<file path="src/sv/u8u16_pkg.sv">
package u8u16_pkg;

  // Continuation bytes still expected for the open sequence
  localparam logic [1:0] PEND_IDLE = 2'd0;
  localparam logic [1:0] PEND_ONE  = 2'd1;
  localparam logic [1:0] PEND_TWO  = 2'd2;

  // Lead byte of a two-byte sequence: 110xxxxx
  localparam logic [7:0] LEAD2_MASK = 8'hE0;
  localparam logic [7:0] LEAD2_CODE = 8'hC0;

  typedef struct packed {
    logic [7:0] in_byte;
    logic       in_last;
  } in_item_t;

  typedef struct packed {
    logic [15:0] code_unit;
    logic        too_wide;
    logic        out_last;
  } out_item_t;

  typedef struct packed {
    logic narrow_mode;
  } cfg_item_t;

  // Decoder state carried from one byte to the next
  typedef struct packed {
    logic [15:0] partial_unit;
    logic [1:0]  bytes_pending;
  } dec_state_t;

endpackage

</file>
<file path="src/sv/u8u16_dec.sv">
module u8u16_dec
  import u8u16_pkg::*;
(
  input  in_item_t   item,
  input  dec_state_t cur,
  input  logic       narrow,
  output dec_state_t nxt,
  output logic       emit,
  output out_item_t  res
);

  logic [7:0]  b;
  logic [15:0] unit;

  assign b = item.in_byte;

  // One decode step: extend the open sequence or start a new one
  always_comb begin
    nxt  = cur;
    emit = 1'b0;
    unit = '0;
    unique case (cur.bytes_pending)
      PEND_ONE: begin
        unit = cur.partial_unit | {10'd0, b[5:0]};
        emit = 1'b1;
        nxt  = '0;
      end
      PEND_TWO: begin
        nxt.partial_unit  = cur.partial_unit | {4'd0, b[5:0], 6'd0};
        nxt.bytes_pending = PEND_ONE;
      end
      default: begin
        if (!b[7]) begin
          unit = {8'd0, b};
          emit = 1'b1;
          nxt  = '0;
        end else if ((b & LEAD2_MASK) == LEAD2_CODE) begin
          nxt.partial_unit  = {5'd0, b[4:0], 6'd0};
          nxt.bytes_pending = PEND_ONE;
        end else begin
          // three-byte lead, also stray continuation and 4-byte leads
          nxt.partial_unit  = {b[3:0], 12'd0};
          nxt.bytes_pending = PEND_TWO;
        end
      end
    endcase
    // truncated sequence at end of string is dropped
    if (item.in_last && !emit) begin
      nxt = '0;
    end
  end

  assign res.code_unit = unit;
  assign res.too_wide  = narrow && (unit[15:8] != 8'd0);
  assign res.out_last  = item.in_last;

endmodule

</file>
<file path="config.mk">
export PLATFORM = sky130hd
export DESIGN_NAME = u8u16_dec
export DESIGN_NICKNAME = d
export VERILOG_FILES = /design/src/sv/u8u16_pkg.sv /design/src/sv/u8u16_dec.sv
export SDC_FILE = /design/constraint.sdc
export NUM_CORES = 1
export LEC_CHECK = 0
export ABC_AREA = 1
export BUFFER_PORTS_ARGS = -buffer_cell sky130_fd_sc_hd__buf_2
export CORE_MARGIN = 1
export CORE_UTILIZATION = 40
export DETAILED_ROUTE_END_ITERATION = 8
export PLACE_DENSITY = 0.87
export SYNTH_ARGS = -nofsm -noshare
export SYNTH_HDL_FRONTEND = slang
export SYNTH_SLANG_ARGS = --single-unit
</file>
<file path="constraint.sdc">
create_clock -name vclk -period 2.2
set_input_delay 0.22 -clock vclk [all_inputs]
set_output_delay 0.22 -clock vclk [all_outputs]
set_load 0.01 [all_outputs]
</file>
==> results.ini, run 1 <==
[yosys]
synth_fp_nets=164
synth_cells=134
synth.top_cell.area_share_pct=23.2
seq_area_frac_synth_pct=0
ys_warn_count=0
ys_types=19
synth_area_per_cell_um2=5.07
synthesis.area_um2=679
synth_common_cells=nand2_1, inv_1, nand3_1
synth_top_area_cell=nand2_1
ys_top_cells_by_area=nand2_1, inv_1, nand3_1, nor2_1, buf_6
synthMostInstantiatedCell=nand2_1

[timing]
tightest_slew_ps=411
relSlewSlack_pct=72.6
max_freq_mhz=543
rsz0062_at_grt=no
fin_crit_sh_pct=83.7
layout_setup_ws_ps=360
drv_slew=0
finalCriticalPeriod_ps=1840
setup_viol=0
setup_tns_ps=0
hold_violations=0

[grt]
overflow=0
grt_use_total_pct=23.1
antenna_found_initial=0
grt_pass1_wl_um=3530
grt_max_degree=12
grt_pass1_vias=895

[routing]
via_count=1037
wl_per_cell_um=10.4
ant_nets=0
wl_um=2180
drc=0
drt_first_pass_iters=4
initialDrtViolationCount=24
vias_per_cell=4.94

[critical_path]
path_max_fanout=11
crit_arrival_ps=1620
crit_start=cur[0]
start_kind=primary input
worstPathRequired_ps=1980
path_class=primary input to output pin
worst_setup_path_end_kind=output pin

[floorplanning]
initial_core_util_pct=44.1
io_pins=65
dieArea_um2=1870
chipWidth_um=43.2
core_um2=1540
die_y_um=43.2
rows=14

[layout]
nNetsFinal=226
regArea_um2=0
area_growth_pct=44.4
drive_above_1_share_pct=39.7
numSequentialCells=0
fillers=161
n_clock_buffer=0
diodes=0

[min_path]
min-delay-start=item[0]
worst_hold_path_type=primary input to output pin

[clock_tree]
ctsResizeCount=0
cts_hold_repair.buffers=0
postCtsSetupBuffers=0

[pwr]
vdd_drop_max_mv=0.125
p_switching_w=0.000142
swShare_pct=60.8
power_frac_comb_pct=100.0
power.density_nw_per_um2=237
seqPwrFrac_pct=0
intPower_w=0.0000912
pwr-share-clk_pct=0
leakagePower_nw=0.759

[placement]
dpl_worst_slack_ps=355
io_buffers=65
hpwlAfterDp_um=1890
gp_congestion=0.807

[status]
status=complete, no violations

[job]
drv_cap=0

[layout by cell type (no fill, tap or decap), drive strengths merged]
cell type,instances
ha,2
a21oi,6
o21ai,8
buf,67
nor2,12
nand4,5
nand2,45
nand3,20
inv,29
[through the flow]
stage                     power (W)  instance area, µm²  hold slack, ps  util [%]  instances
after floorplan            0.000148                 679             524         -        134
after global placement     0.000227                 981             697      63.6        210
after detailed placement   0.000233                 981             698      63.6        210
after CTS                  0.000234                 981             698      63.6        210
after global routing       0.000259                 981             711      63.6        210
final                      0.000233                 981             699      63.6        210
[final cells by class]
type | instances | area [µm²] | share of cell area (%)
inverters | 29 | 109 | 11.1
well taps | 16 | 20.0 | 2.04
multi-input cells | 98 | 512 | 52.2
repair buffers | 67 | 340 | 34.7
[path summary, 6_finish.rpt]
path | end | slack (ps) | cells after the start
min | res[0] | 700 | 2
max | nxt[15] | 360 | 9
[kinds of logic (layout without fill, tap and decap cells)]
logic type | after synthesis | in the layout | share of synthesized area [%]
fa+ha+maj | 2 | 2 | 3.68
compound gates | 14 | 14 | 10.9
buf+inv | 36 | 96 | 24.7
simple gates | 82 | 82 | 60.8
[power groups by stage]
stage / Clock, W / Sequential, W / Combinational (W)
final: 0 / 0 / 0.000233
after global routing: 0 / 0 / 0.000259
after CTS: 0 / 0 / 0.000234
after detailed placement: 0 / 0 / 0.000233
after global placement: 0 / 0 / 0.000227
after floorplan: 0 / 0 / 0.000148
[layer usage]
layer | share of wire, % | track usage, % | wire [µm]
met2 | 55 | 46.9 | 1200
met4 | 0.37 | 3.64 | 8
met5 | 0 | 0 | 0
met1 | 38 | 25.3 | 832
met3 | 6.4 | 2.13 | 139
[worst max-delay path, cell delays in order]
cell	delay, ps
buf_2	90
inv_1	40
ha_1	530
inv_1	160
nand2_4	140
nand2_8	90
nor2_8	150
a21oi_1	60
buf_2	140
No activity file was read; power rests on OpenSTA's default activity.
==> run 2: changes to the inputs <==
--- a/config.mk
+++ b/config.mk
@@ -8,9 +8,9 @@
 export ABC_AREA = 1
 export BUFFER_PORTS_ARGS = -buffer_cell sky130_fd_sc_hd__buf_2
 export CORE_MARGIN = 1
-export CORE_UTILIZATION = 40
+export CORE_UTILIZATION = 35
 export DETAILED_ROUTE_END_ITERATION = 8
-export PLACE_DENSITY = 0.87
+export PLACE_DENSITY = 0.81
 export SYNTH_ARGS = -nofsm -noshare
 export SYNTH_HDL_FRONTEND = slang
 export SYNTH_SLANG_ARGS = --single-unit
==> constraint.sdc (replaced) <==
create_clock -name vclk -period 1.66
set_input_delay 0.166 -clock vclk [all_inputs]
set_output_delay 0.166 -clock vclk [all_outputs]
set_load 0.01 [all_outputs]
==> results.ini, run 2 (synthesis gave the netlist of run 1 again) <==
[placement]
gp_congestion=0.792
io_buffers=65
hpwlAfterDp_um=1920
dpl_worst_slack_ps=99.7

[pwr]
leakagePower_nw=0.774
intPower_w=0.000126
vdd_drop_max_mv=0.188
seqPwrFrac_pct=0
power.density_nw_per_um2=312
p_switching_w=0.000190
power_w=0.000316
swShare_pct=60.1
pwr-share-clk_pct=0
power_frac_comb_pct=100.0

[timing]
finalCriticalPeriod_ps=1520
relSlewSlack_pct=84.0
max_freq_mhz=658
setup_viol=0
tightest_slew_ps=240
setup_tns_ps=0
rsz0062_at_grt=no
hold_slack_ps=582
fin_crit_sh_pct=91.6
layout_setup_ws_ps=139
drv_slew=0
hold_violations=0

[layout]
regArea_um2=0
area_growth_pct=49.4
n_clock_buffer=0
final_common_cell=buf_2
numSequentialCells=0
fillers=215
drive_above_1_share_pct=40.6
nNetsFinal=229
final_cell_mix=buf_2, nand2_1, inv_1
diodes=0

[grt]
grt_max_degree=12
antenna_found_initial=0
grt_pass1_vias=770
grt_use_total_pct=18.6
grt_pass1_wl_um=3080
overflow=0

[routing]
drt_first_pass_iters=4
ant_nets=0
drc=0
vias_per_cell=4.75
wl_per_cell_um=10.1
via_count=1055
initialDrtViolationCount=25
wl_um=2240

[critical_path]
path_class=primary input to output pin
worst_setup_path_end_kind=output pin
start_kind=primary input
worstPathRequired_ps=1490
path_max_fanout=10
crit_arrival_ps=1350

[clock_tree]
ctsResizeCount=0

[floorplanning]
dieArea_um2=2120
die_y_um=46.1
chipWidth_um=46.1
initial_core_util_pct=38.5
io_pins=65
core_um2=1760
rows=15

[min_path]
worst_hold_path_type=primary input to output pin
whs_path_depth=2
min-delay-start=item[0]
min_to=res[0]

[job]
drv_cap=0

[status]
status=complete, no violations

[run 2: worst max-delay path by stage]
| stage | slack, ps | startpoint | cells past startpoint | end |
|---|---|---|---|---|
| 2_1_floorplan | 360 | cur[0] | 7 | nxt[14] |
| 3_3_place_gp | 150 | cur[0] | 8 | nxt[14] |
| 3_5_place_dp | 100 | cur[0] | 8 | nxt[15] |
| 4_1_cts | 100 | cur[0] | 8 | nxt[15] |
| 5_1_grt | 50 | cur[0] | 9 | nxt[3] |
| 6_report | 140 | cur[0] | 9 | nxt[4] |
[run 2: metal layers]
metal / part of all wire [%] / routed length [µm] / track usage (%)
met1: 42 / 945 / 23.0
met2: 52 / 1160 / 36.9
met3: 6.0 / 134 / 0
met4: 0 / 0 / 0.588
met5: 0 / 0 / 0
[run 2: final cells by class]
| class | count | area (µm²) | share of cell area, % |
|---|---|---|---|
| Inverter | 29 | 109 | 10.7 |
| Tap cell | 25 | 31.3 | 3.08 |
| Timing Repair Buffer | 70 | 363 | 35.8 |
| Multi-Input combinational cell | 98 | 512 | 50.4 |
[run 2: per-stage QoR]
step           utilization [%]  std cells  instance area (µm²)
5_1_grt                   57.5        222                 1010
6_report                  57.5        222                 1010
4_1_cts                   57.1        221                 1010
3_3_place_gp              57.1        221                 1010
2_1_floorplan                -        134                  679
3_5_place_dp              57.1        221                 1010
[run 2: repair_timing]
action,in CTS,in global routing
setup buffers,0,1
hold buffers,0,0
setup endpoints to repair,0,4
[run 2: worst max-delay path, cell delays in order]
cell and delay (ps):
buf_2 90, inv_1 40, ha_1 300, buf_4 190, nor2_4 160, buf_4 170
nand3_1 80, inv_1 50, buf_2 120
[run 2: power by group through the flow]
| stage | clock network, W | registers (W) | logic [W] |
|---|---|---|---|
| 4_1_cts | 0 | 0 | 0.000313 |
| 6_report | 0 | 0 | 0.000316 |
| 2_1_floorplan | 0 | 0 | 0.000196 |
| 3_3_place_gp | 0 | 0 | 0.000306 |
| 3_5_place_dp | 0 | 0 | 0.000313 |
| 5_1_grt | 0 | 0 | 0.000348 |
